===== src/rtl/rahf_pkg.sv =====
// Shared types and constants for the RTP ack history feedback block.
package rahf_pkg;

    localparam int HIST_SIZE   = 256;
    localparam int HIST_AW     = $clog2(HIST_SIZE);
    localparam int MAX_REPORTS = 62;

    localparam int TIME_W = 32;
    localparam int SEQ_W  = 16;
    localparam int CE_W   = 2;
    localparam int NREP_W = 6;
    localparam int HIST_W = TIME_W + SEQ_W + CE_W;

    localparam int S_TDATA_W = 56;
    localparam int M_TDATA_W = 40;

    localparam logic [16:0] SEQ_WRAP_WIN = 17'd16384;
    localparam logic [16:0] SEQ_MOD      = 17'd65536;
    localparam logic [25:0] ATO_MAX      = 26'd8189;
    localparam logic [12:0] ATO_SAT      = 13'h1FFE;
    localparam logic [15:0] RX_BIT       = 16'h8000;

    localparam logic [5:0]  RC_RESET  = 6'd32;
    localparam logic [15:0] AD_RESET  = 16'd16;
    localparam logic [15:0] DC_RESET  = 16'd16;
    localparam logic [31:0] FBI_RESET = 32'd13107;

    localparam logic [1:0] CFG_REPORT_COUNT = 2'd0;
    localparam logic [1:0] CFG_ACK_DIFF     = 2'd1;
    localparam logic [1:0] CFG_DUE_COUNT    = 2'd2;
    localparam logic [1:0] CFG_FB_INTERVAL  = 2'd3;

    typedef enum logic [1:0] {
        KIND_STATUS = 2'd0,
        KIND_HEADER = 2'd1,
        KIND_ELEM   = 2'd2,
        KIND_PAD    = 2'd3
    } t_kind;

    typedef enum logic [3:0] {
        S_IDLE,
        S_PKT,
        S_CHK,
        S_STAT,
        S_UPD,
        S_HDR,
        S_RD,
        S_EL,
        S_PAD
    } t_state;

    typedef struct packed {
        logic  load_in;
        logic  pkt_upd;
        logic  fb_upd;
        logic  rd_en;
        logic  k_inc;
        logic  ld_out;
        t_kind out_kind;
    } t_ctrl_cmd;

    typedef struct packed {
        logic fb_due;
        logic is_fb;
        logic out_free;
        logic last_elem;
        logic pad;
    } t_ctrl_sts;

endpackage


===== src/rtl/rahf_ctrl.sv =====
// Controller state machine sequencing packet updates and feedback reports.
module rahf_ctrl (
    input  logic               i_clk,
    input  logic               i_rst_n,
    input  logic               i_s_tvalid,
    output logic               o_s_tready,
    input  rahf_pkg::t_ctrl_sts i_sts,
    output rahf_pkg::t_ctrl_cmd o_cmd
);
    import rahf_pkg::*;

    t_state r_state;
    t_state n_state;

    always_ff @(posedge i_clk) begin
        if (!i_rst_n) begin
            r_state <= S_IDLE;
        end else begin
            r_state <= n_state;
        end
    end

    always_comb begin
        n_state        = r_state;
        o_s_tready     = 1'b0;
        o_cmd          = '0;
        o_cmd.out_kind = KIND_STATUS;
        case (r_state)
            S_IDLE: begin
                o_s_tready   = 1'b1;
                o_cmd.load_in = i_s_tvalid;
                if (i_s_tvalid) begin
                    n_state = S_PKT;
                end
            end
            S_PKT: begin
                if (i_sts.is_fb) begin
                    n_state = S_CHK;
                end else begin
                    o_cmd.pkt_upd = 1'b1;
                    n_state       = S_STAT;
                end
            end
            S_CHK: begin
                n_state = i_sts.fb_due ? S_UPD : S_STAT;
            end
            S_STAT: begin
                if (i_sts.out_free) begin
                    o_cmd.ld_out   = 1'b1;
                    o_cmd.out_kind = KIND_STATUS;
                    n_state        = S_IDLE;
                end
            end
            S_UPD: begin
                o_cmd.fb_upd = 1'b1;
                n_state      = S_HDR;
            end
            S_HDR: begin
                if (i_sts.out_free) begin
                    o_cmd.ld_out   = 1'b1;
                    o_cmd.out_kind = KIND_HEADER;
                    n_state        = S_RD;
                end
            end
            S_RD: begin
                o_cmd.rd_en = 1'b1;
                n_state     = S_EL;
            end
            S_EL: begin
                if (i_sts.out_free) begin
                    o_cmd.ld_out   = 1'b1;
                    o_cmd.out_kind = KIND_ELEM;
                    o_cmd.k_inc    = 1'b1;
                    if (i_sts.last_elem) begin
                        n_state = i_sts.pad ? S_PAD : S_IDLE;
                    end else begin
                        n_state = S_RD;
                    end
                end
            end
            S_PAD: begin
                if (i_sts.out_free) begin
                    o_cmd.ld_out   = 1'b1;
                    o_cmd.out_kind = KIND_PAD;
                    n_state        = S_IDLE;
                end
            end
            default: begin
                n_state = S_IDLE;
            end
        endcase
    end
endmodule


===== config.mk =====
export PLATFORM = sky130hd
export DESIGN_NAME = rahf_ctrl
export DESIGN_NICKNAME = d
export VERILOG_FILES = /design/src/rtl/rahf_pkg.sv /design/src/rtl/rahf_ctrl.sv
export SDC_FILE = /design/constraint.sdc
export NUM_CORES = 1
export LEC_CHECK = 0
export ABC_AREA = 1
export ABC_CLOCK_PERIOD_IN_PS = 1200
export BUFFER_PORTS_ARGS = -buffer_cell sky130_fd_sc_hd__buf_4
export CORE_AREA = 2 2 39 41
export DETAILED_ROUTE_END_ITERATION = 10
export DIE_AREA = 0 0 41 43
export GPL_TIMING_DRIVEN = 1
export MAX_ROUTING_LAYER = met4
export PLACE_DENSITY = 0.58
export SYNTH_ARGS = -nofsm -noshare
export SYNTH_HDL_FRONTEND = slang
export SYNTH_SLANG_ARGS = --single-unit

===== constraint.sdc =====
create_clock -name i_clk -period 1.2 [get_ports i_clk]
set_input_delay 0.12 -clock i_clk [delete_from_list [all_inputs] [get_ports i_clk]]
set_output_delay 0.12 -clock i_clk [all_outputs]
set_load 0.02 [all_outputs]

# --- Yosys cells after proc, flatten, opt, wreduce, memory -nomap -nowiden ---
# Cells that the tools add are included.
# Widths: inputs -> output; s select.
classes:
  n_eq_ne: 12
  n_mux: 21
  n_reduce_logical: 3
ops:
  columns: ["operator", "n"]
  rows:
  - ["$pmux 4 s8", 1]
  - ["$mux 4", 7]
  - ["$eq 4x3->1 const B", 4]
  - ["$mux 3", 4]
  - ["$pmux 3 s4", 1]
  - ["$eq 4x2->1 const B", 2]
  - ["$mux 1", 8]
  - ["$ne 2x2->1 const B", 3]
  - ["$eq 4x1->1 const B", 1]
  - ["$eq 4x4->1 const B", 1]
  - ["$logic_not 4->1", 1]
  - ["$reduce_and 4->1", 1]
  - ["$ne 2x1->1 const B", 1]
  - ["$reduce_or 2->1", 1]
totals:
  reg_bits: 4
  input_bits: 8
  out_inout_bits: 9
  word_cells: 37

# --- Longest topological paths before layout ---
# Gate-level depths: netlist (run 1).
depth:
  ltp_word: 4
  ltp_mapped: 9
  mapped_depth_nobuf: 9

# --- Worst setup path before layout (run 1) ---
# No wires, ideal clock.
synth_path:
  path_type: "reg-to-output"
  startpoint: "register r_state[2]"
  endpoint: "output port o_cmd[7] (netlist bit)"
  t_arrival_ps: 1107
  t_required_ps: 1080
  slack_ps: -27
  stages_incl_launch_ff: 6
  path_buffers: 0
  cell_sequence: "dfxtp_1 > nor2_1 > inv_1 > nor2_4 > inv_1 > nor2_1"
synth_lines:
  columns: ["element", "line", "source"]
  rows:
  - ["start, declared", "rahf_ctrl.sv:12", "t_state r_state;"]
  - ["start signal, assigned", "rahf_ctrl.sv:19", "r_state <= n_state;"]
  - ["end, declared", "rahf_ctrl.sv:8", "output rahf_pkg::t_ctrl_cmd o_cmd"]

==> flow_summary.yaml, run 1 <==
power_and_ir_drop:
  p_leak_nw: 0.473
  finalPower_mw: 2.37
  power_density_nw_per_um2: 2760
  vdd_drop_max_mv: 1.69
yosys:
  ys_seq_area_frac: 0.202
  syn_area_per_cell_um2: 5.29
  syn_nets: 83
  ys.warnings.count: 0
  syn_area_um2: 397
  ys_ff_latch: 4
  yosys.area.top_type: "dfxtp_1"
  synth.top_cell.area_share: 0.202
  syn_inst: 75
  synth_cell_type_count: 16
  synthTopCellsByArea: "dfxtp_1, nand2_1, nor2_1"
floorplanning:
  rows: 14
  dieArea_um2: 1760
  io_pins: 17
  die_y_um: 43
  die_w_um: 41
  core_area_um2: 1380
  initial_core_util: 0.287
sta:
  max-slew-margin-rel: 0.777
  rsz0062_at_grt: "true"
  skew_ps: 0.634
  fmax_mhz: 765
  worst_pin_slew_ps: 334
  fin_tns_setup_ps: -785
  setup_viol: 13
  finalWorstSetupSlack_ps: -107
  timing.final.crit_share: 1.09
  fin_crit_ps: 1310
  finalMaxSlewViolations: 0
  timing.hold.ws_ps: 128
  hold_violations: 0
final_layout:
  regArea_um2: 95.1
  n_antenna_cell: 0
  instances_no_fill: 123
  final_cell_mix: "buf_4, nand2_1, buf_6"
  final_area_um2: 858
  largest_reg_flops: 4
  mostFrequentLayoutCell: "buf_4"
  area_growth_pct: 116
  fin_nets: 117
  drive_gt1_frac: 0.720
  top_register: "r_state"
  fill_cells: 122
  fin_util: 0.620
  multi_input_area_um2: 409
  top_regs: "r_state (4)"
clocking:
  clkSinkCount: 4
  clockBufferDepth: 2
  htreeDepth: 1
  cts_tree: "yes"
  clk_pin_slew_ps: 40
  clock_latency_ps: 230
  cts-root-buf: "clkbuf_4"
  cts_made_buffers: 3
grt:
  antenna_found_initial: 0
  grt_pass1_wl_um: 1890
  grt_overflow: 0
  grt_pass1_vias: 489
  track_usage: 0.156
  grt_max_degree: 8
placement:
  place_congestion: 0.752
  placed_area_um2: 564
  dp_hpwl_um: 807
  place_ws_ps: -9.80
  dp_cells: 110
  portBuffers: 16
route:
  wl_per_cell_um: 12.1
  drt_iter0_drc: 10
  vias_per_cell: 4.76
  ant_nets: 0
  drcViolationCount: 0
  wl_um: 1490
  drtPass1Iterations: 4
  vias: 585
setup_path:
  cp-end-kind: "output pin"
  regToRegSetupSlack_ps: -60
  critPathLaunch: "r_state[1]"
  r2r_cells: 9
  cp_max_fo: 6
  r2r_start: "r_state[1]"
  required_ps: 1080
  r2r-end: "r_state[0]"
  arrival_ps: 1190
  start_kind: "flip-flop"
  worstSetupPathType: "reg -> out"
hold_path:
  holdPathEnd: "r_state[2]"
  hold_path.startpoint: "i_rst_n"
  hold-path-cell-count: 3
  hold_class: "in -> reg"
run_status:
  status: "finished with violations"
  failed_checks: "negative setup slack"
flow_run:
  drv_cap: 0
-- synth_stat cells --
| cell type | number |
|---|---|
| inv_1 | 14 |
| dfxtp_1 | 4 |
| nand3b_1 | 1 |
| nand2_2 | 3 |
| o21ai_0 | 1 |
| a21boi_1 | 1 |
| a21oi_1 | 4 |
| a31oi_1 | 1 |
| nor2_2 | 1 |
| nand4_1 | 1 |
| nor2_1 | 17 |
| nand3_1 | 6 |
| inv_2 | 1 |
| nand2_1 | 18 |
| nor2_4 | 1 |
| nand3_2 | 1 |
-- how the worst max path moves through the flow --
| stage | endpoint | slack (ps) | cells past startpoint |
|---|---|---|---|
| 2_1_floorplan | r_state[2] | 0.2 | 7 |
| 3_3_place_gp | r_state[2] | -30 | 7 |
| 3_5_place_dp | r_state[2] | -10 | 7 |
| 4_1_cts | o_cmd[0] | -80 | 5 |
| 5_1_grt | o_cmd[2] | -180 | 7 |
| 6_report | o_cmd[0] | -110 | 4 |
-- timing repair --
| item | CTS | global route |
|---|---|---|
| pin swaps | 6 | 8 |
| gates resized for setup | 24 | 40 |
| buffers inserted | 6 | 4 |
| endpoints found under the setup margin | 10 | 13 |
| hold buffers | 0 | 0 |
-- power breakdown --
| part | switching, mW | leakage, nW | internal, mW |
|---|---|---|---|
| Clock | 0.0506 | 0.0138 | 0.112 |
| Combinational | 0.969 | 0.423 | 0.849 |
| Sequential | 0.159 | 0.0356 | 0.227 |
| Total | 1.18 | 0.473 | 1.19 |
-- cell families after synthesis --
group	count (synthesis)	share of synthesized area
AO/OA/AOI/OAI	7	0.0978
buffers and inverters	15	0.142
flip-flops	4	0.202
AND/OR/NAND/NOR	49	0.558
-- layer usage --
| layer | track usage | vias to the layer above | part of all wire | wire length, um |
|---|---|---|---|---|
| met5 | - | - | 0 | 0 |
| met4 | 0.0733 | 0 | 0 | 0 |
| met3 | 0.0209 | 0 | 0.024 | 36 |
| met2 | 0.228 | 10 | 0.52 | 776 |
| met1 | 0.206 | 278 | 0.45 | 675 |
| li1 | - | 297 | - | - |
-- critical path: stages (launching register included) --
cell and delay (ps):
dfxtp_4 370, nor2_2 180, nand2_4 90, a21oi_2 150, buf_4 150
-- cell type report --
type	instances	area share
Multi-Input combinational cell	56	0.477
Timing Repair Buffer	29	0.289
Sequential cell	4	0.111
Inverter	15	0.0743
Clock buffer	3	0.0262
Tap cell	16	0.0233
Note: power is estimated with default switching activity, not from simulation.
==> run 2: changes to the inputs <==
ABC_CLOCK_PERIOD_IN_PS = 1400   (was 1200)
HOLD_SLACK_MARGIN = 0.08   (was default)
RECOVER_POWER = 50   (was default)
clock period = 1.4 ns   (was 1.2 ns; I/O delays follow)
==> run 2 against run 1 <==
Net effect: the run now ends clean; clock power shrank 16%; clock-buffer cell count did not move; highest routed layer unchanged; largest cell class unchanged; wire length down 33%.
==> flow_summary.yaml, run 2 (same netlist as run 1, synthesis figures left out) <==
route:
  drcViolationCount: 0
  drtPass1Iterations: 4
  wl_per_cell_um: 8.85
  wl_um: 1000
  vias_per_cell: 4.37
  ant_nets: 0
  drt_iter0_drc: 8
  vias: 494
placement:
  placed_area_um2: 544
  place_ws_ps: 171
  portBuffers: 16
  place_congestion: 0.830
  dp_hpwl_um: 792
power_and_ir_drop:
  vdd_drop_max_mv: 1.01
  power_density_nw_per_um2: 2280
  p_leak_nw: 0.364
grt:
  grt_pass1_wl_um: 1510
  grt_max_degree: 8
  antenna_found_initial: 0
  grt_overflow: 0
  track_usage: 0.125
  grt_pass1_vias: 408
clocking:
  clkSinkCount: 4
  cts-root-buf: "clkbuf_4"
  clk_pin_slew_ps: 30
  clockBufferDepth: 2
  cts_made_buffers: 3
  htreeDepth: 1
  ctsHoldBuffers: 0
  cts_tree: "yes"
  clock_latency_ps: 230
final_layout:
  final_cell_mix: "buf_4, nand2_1, nor2_1"
  fin_nets: 107
  area_growth_pct: 56.2
  top_regs: "r_state (4)"
  final_area_um2: 619
  largest_reg_flops: 4
  top_register: "r_state"
  drive_gt1_frac: 0.433
  n_antenna_cell: 0
  fill_cells: 148
  mostFrequentLayoutCell: "buf_4"
floorplanning:
  io_pins: 17
  dieArea_um2: 1760
  die_w_um: 41
  rows: 14
  core_area_um2: 1380
  initial_core_util: 0.287
  die_y_um: 43
sta:
  hold_violations: 0
  fmax_mhz: 737
  fin_crit_ps: 1360
  rsz0062_at_grt: "true"
  timing.final.crit_share: 0.969
  finalMaxSlewViolations: 0
  setup_viol: 0
  skew_ps: 1.09
  fin_tns_setup_ps: 0
  max-slew-margin-rel: 0.873
  worst_pin_slew_ps: 191
  finalWorstSetupSlack_ps: 43.6
setup_path:
  cp-end-kind: "output pin"
  regToRegSetupSlack_ps: 180
  r2r_cells: 8
  worstSetupPathType: "reg -> out"
  start_kind: "flip-flop"
  cp_max_fo: 4
  required_ps: 1260
  arrival_ps: 1220
flow_run:
  drv_cap: 0
run_status:
  status: "complete, no violations"
hold_path:
  hold-path-cell-count: 3
  hold_class: "in -> reg"
[run 2: cell count changes in the layout (fill, tap and decap cells not counted), moves of 4 or more]
cell,change
buf_6,-8
nor2_1,+7
nand2_4,-6
inv_1,+5
nand2_1,+5
a21oi_1,+4
a21oi_2,-4
nand3_1,+4
nand3_2,-4
nor2_2,-4
[run 2: stage by stage]
step | hold WS (ps) | std cells | utilization | power [mW]
floorplan | 260 | 75 | - | 0.833
global placement | 391 | 108 | 0.393 | 1.11
detailed placement | 389 | 108 | 0.393 | 1.09
CTS | 146 | 111 | 0.412 | 1.25
global route | 156 | 113 | 0.448 | 1.56
finish | 155 | 113 | 0.448 | 1.41
[run 2: per-layer routing]
metal  share of wire  vias to the layer above  track usage
li1                -                      275            -
met1            0.42                      209        0.160
met2            0.54                       10        0.188
met3           0.040                        0       0.0157
met4               0                        0       0.0600
met5               0                        -            -
[run 2: final timing paths]
kind / from / end
setup reg to reg: r_state[3] / r_state[2]
setup / recovery: r_state[3] / o_cmd[1]
hold / removal: i_rst_n / r_state[2]
hold reg to reg: r_state[3] / r_state[3]
[run 2: layout make-up]
cell class | count | area [um^2] | area share
multi-input combinational | 56 | 285 | 0.461
sequential | 4 | 92.6 | 0.149
clock buffer | 3 | 22.5 | 0.0364
inverter | 15 | 56.3 | 0.0909
tap | 16 | 20.0 | 0.0323
timing repair buffer | 19 | 143 | 0.230
[run 2: where the power goes]
part           switching (mW)  internal (mW)  leakage [nW]  total (mW)
Sequential             0.0821          0.189        0.0353       0.271
Clock                  0.0405         0.0954        0.0138       0.136
Combinational           0.581          0.425         0.315        1.01
[run 2: what timing repair did]
item / in CTS / in global routing
pin swaps: 0 / 4
gates resized for setup: 3 / 15
setup buffers: 0 / 2
endpoints found under the setup margin: 2 / 6
[run 2: critical path, cell delays in order (launching register included)]
cell and delay, ps:
dfxtp_4 350, inv_2 90, nand2_2 80, nor2_2 120, inv_1 60, a21oi_1 130
buf_4 160
==> run 3: changes to the inputs <==
ABC_AREA = default   (was 1)
PLACE_DENSITY = 0.6   (was 0.58)
==> run 3 against run 2 <==
Net effect: global-route usage rose by 2.3 points; critical path depth fell by 2; clock power up 6%; area after synthesis is 6.0% higher; worst setup slack worse by 120 ps; first-iteration DRC count shrank 13%; combinational power shrank 56%; largest cell class unchanged; the run now ends with negative setup slack left.
==> flow_summary.yaml, run 3 <==
yosys:
  synth.top_cell.area_share: 0.190
  synth_cell_type_count: 31
  synth_top_family_by_area: "simple AND/OR/NAND/NOR gates"
  yosys.area.top_type: "dfxtp_1"
  syn_area_um2: 420
  synth_enable_flop_cells: 0
  synthTopCellsByArea: "dfxtp_1, buf_2, a21oi_1"
  synth_compound_area_frac: 0.262
  async_flop_share: 0
  synth_flop_cell: "dfxtp_1"
  ys.warnings.count: 0
  yosys.area_share.simple: 0.411
  ys_seq_area_frac: 0.190
  synthXorXnorAreaFrac: 0
  synth.most_common_cell: "buf_2"
  synthAdderAreaFrac: 0
  syn_inst: 55
  syn_nets: 63
  ys_ff_latch: 4
  muxShareOfSynthArea: 0.0506
  synth_commonest_cells: "buf_2, a21oi_1, dfxtp_1, nor2_1, inv_1"
  syn_area_per_cell_um2: 7.64
clocking:
  cts_made_buffers: 3
  clock_latency_ps: 240
  clk_pin_slew_ps: 40
  cts_tree: "yes"
  clockBufferDepth: 2
  htreeDepth: 1
  cts-root-buf: "clkbuf_4"
  clkSinkCount: 4
  ctsHoldBuffers: 0
sta:
  timing.final.crit_share: 1.05
  hold_violations: 0
  setup_viol: 6
  max-slew-margin-rel: 0.764
  fin_tns_setup_ps: -262
  finalWorstSetupSlack_ps: -71.6
  worst_pin_slew_ps: 351
  fin_crit_ps: 1470
  fmax_mhz: 680
  skew_ps: 5.66
  rsz0062_at_grt: "true"
  finalMaxSlewViolations: 0
final_layout:
  fin_util: 0.524
  n_antenna_cell: 0
  top_register: "r_state"
  final_cell_mix: "buf_4, a21oi_1, buf_6"
  drive_gt1_frac: 0.544
  mostFrequentLayoutCell: "buf_4"
  top_regs: "r_state (4)"
  fin_nets: 89
  area_growth_pct: 72.6
  largest_reg_flops: 4
floorplanning:
  rows: 14
  die_y_um: 43
  core_area_um2: 1380
  die_w_um: 41
  dieArea_um2: 1760
  initial_core_util: 0.304
  io_pins: 17
placement:
  portBuffers: 16
  place_congestion: 0.929
  dp_hpwl_um: 873
  place_ws_ps: 35.5
setup_path:
  cp-end-kind: "output pin"
  required_ps: 1260
  cp_max_fo: 6
  arrival_ps: 1330
  worstSetupPathType: "reg -> out"
  start_kind: "flip-flop"
run_status:
  failed_checks: "negative setup slack"
  status: "finished with violations"
grt:
  track_usage: 0.148
  grt_overflow: 0
  antenna_found_initial: 0
  grt_max_degree: 11
  grt_pass1_vias: 412
  grt_pass1_wl_um: 1690
route:
  wl_um: 1240
  drcViolationCount: 0
  wl_per_cell_um: 13.0
  vias: 523
  ant_nets: 0
  drt_iter0_drc: 7
  drtPass1Iterations: 4
  vias_per_cell: 5.51
power_and_ir_drop:
  p_int_mw: 0.462
  vdd_drop_max_mv: 0.618
  switchingPower_mw: 0.303
  power_density_nw_per_um2: 1050
  p_leak_nw: 0.306
  combPwrFrac: 0.586
  power.clock.fraction: 0.188
  netSwitchingFraction: 0.396
  seqPwrFrac: 0.226
  finalPower_mw: 0.765
hold_path:
  hold_class: "in -> reg"
flow_run:
  drv_cap: 0
-- run 3: cell types whose count changed after synthesis, sizes merged, moves of 2 or more --
cell	before	now
nand2	21	2
nand2b	0	2
or3	0	2
a211oi	0	2
and2	0	2
inv	15	3
nor4	0	2
o21a	0	2
buf	0	5
nand3	7	0
nor2	19	4
-- run 3: cell families after synthesis --
family / after synthesis
muxes: 2
buffers and inverters: 8
and+or+nand+nor: 26
AOI/OAI and AO/OA: 15
DFF: 4
-- run 3: worst paths after layout --
path         cells after the start         end        from  slack [ps]
max                              4    o_cmd[2]  r_state[1]         -70
min                              2  r_state[1]    i_sts[2]         170
max reg2reg                      3  r_state[2]  r_state[1]          20
min reg2reg                      3  r_state[3]  r_state[3]         630
-- run 3: power by group through the flow --
stage	combinational [mW]	sequential (mW)	clock, mW
finish	0.449	0.173	0.144
global route	0.481	0.176	0.167
CTS	0.423	0.168	0.147
detailed placement	0.390	0.162	0
global placement	0.388	0.160	0
floorplan	0.260	0.155	0
-- run 3: repair_timing --
action                                  in CTS  in global routing
endpoints found under the setup margin       7                  9
buffers inserted                             3                  1
gates cloned                                 0                  0
resized for setup                           14                  5
pin swaps                                    3                  3
-- run 3: metrics by stage --
| stage | std cells | cell area, um^2 | hold slack, ps |
|---|---|---|---|
| 2_1_floorplan | 55 | 439 | 278 |
| 4_1_cts | 94 | 688 | 165 |
| 5_1_grt | 95 | 726 | 180 |
| 3_5_place_dp | 88 | 599 | 414 |
| 6_report | 95 | 726 | 172 |
| 3_3_place_gp | 88 | 599 | 430 |
-- run 3: final cells by class --
type	instances	area, um^2
clock buffer	3	22.5
fill	126	658
inverter	3	11.3
multi-input combinational	43	372
sequential	4	90.1
tap	16	20.0
timing repair buffer	26	210
-- run 3: routing by layer --
metal,GRT usage,part of all wire,vias up
met3,0.0785,0.063,2
met1,0.177,0.45,247
met2,0.213,0.48,19
met5,-,0,-
met4,0.0400,0.0049,0
li1,-,-,255
-- run 3: critical path: stages, from the launching register on --
cell and delay, ps:
dfxtp_2 350, or3_4 400, nor2_4 90, o21a_1 120
buf_4 130
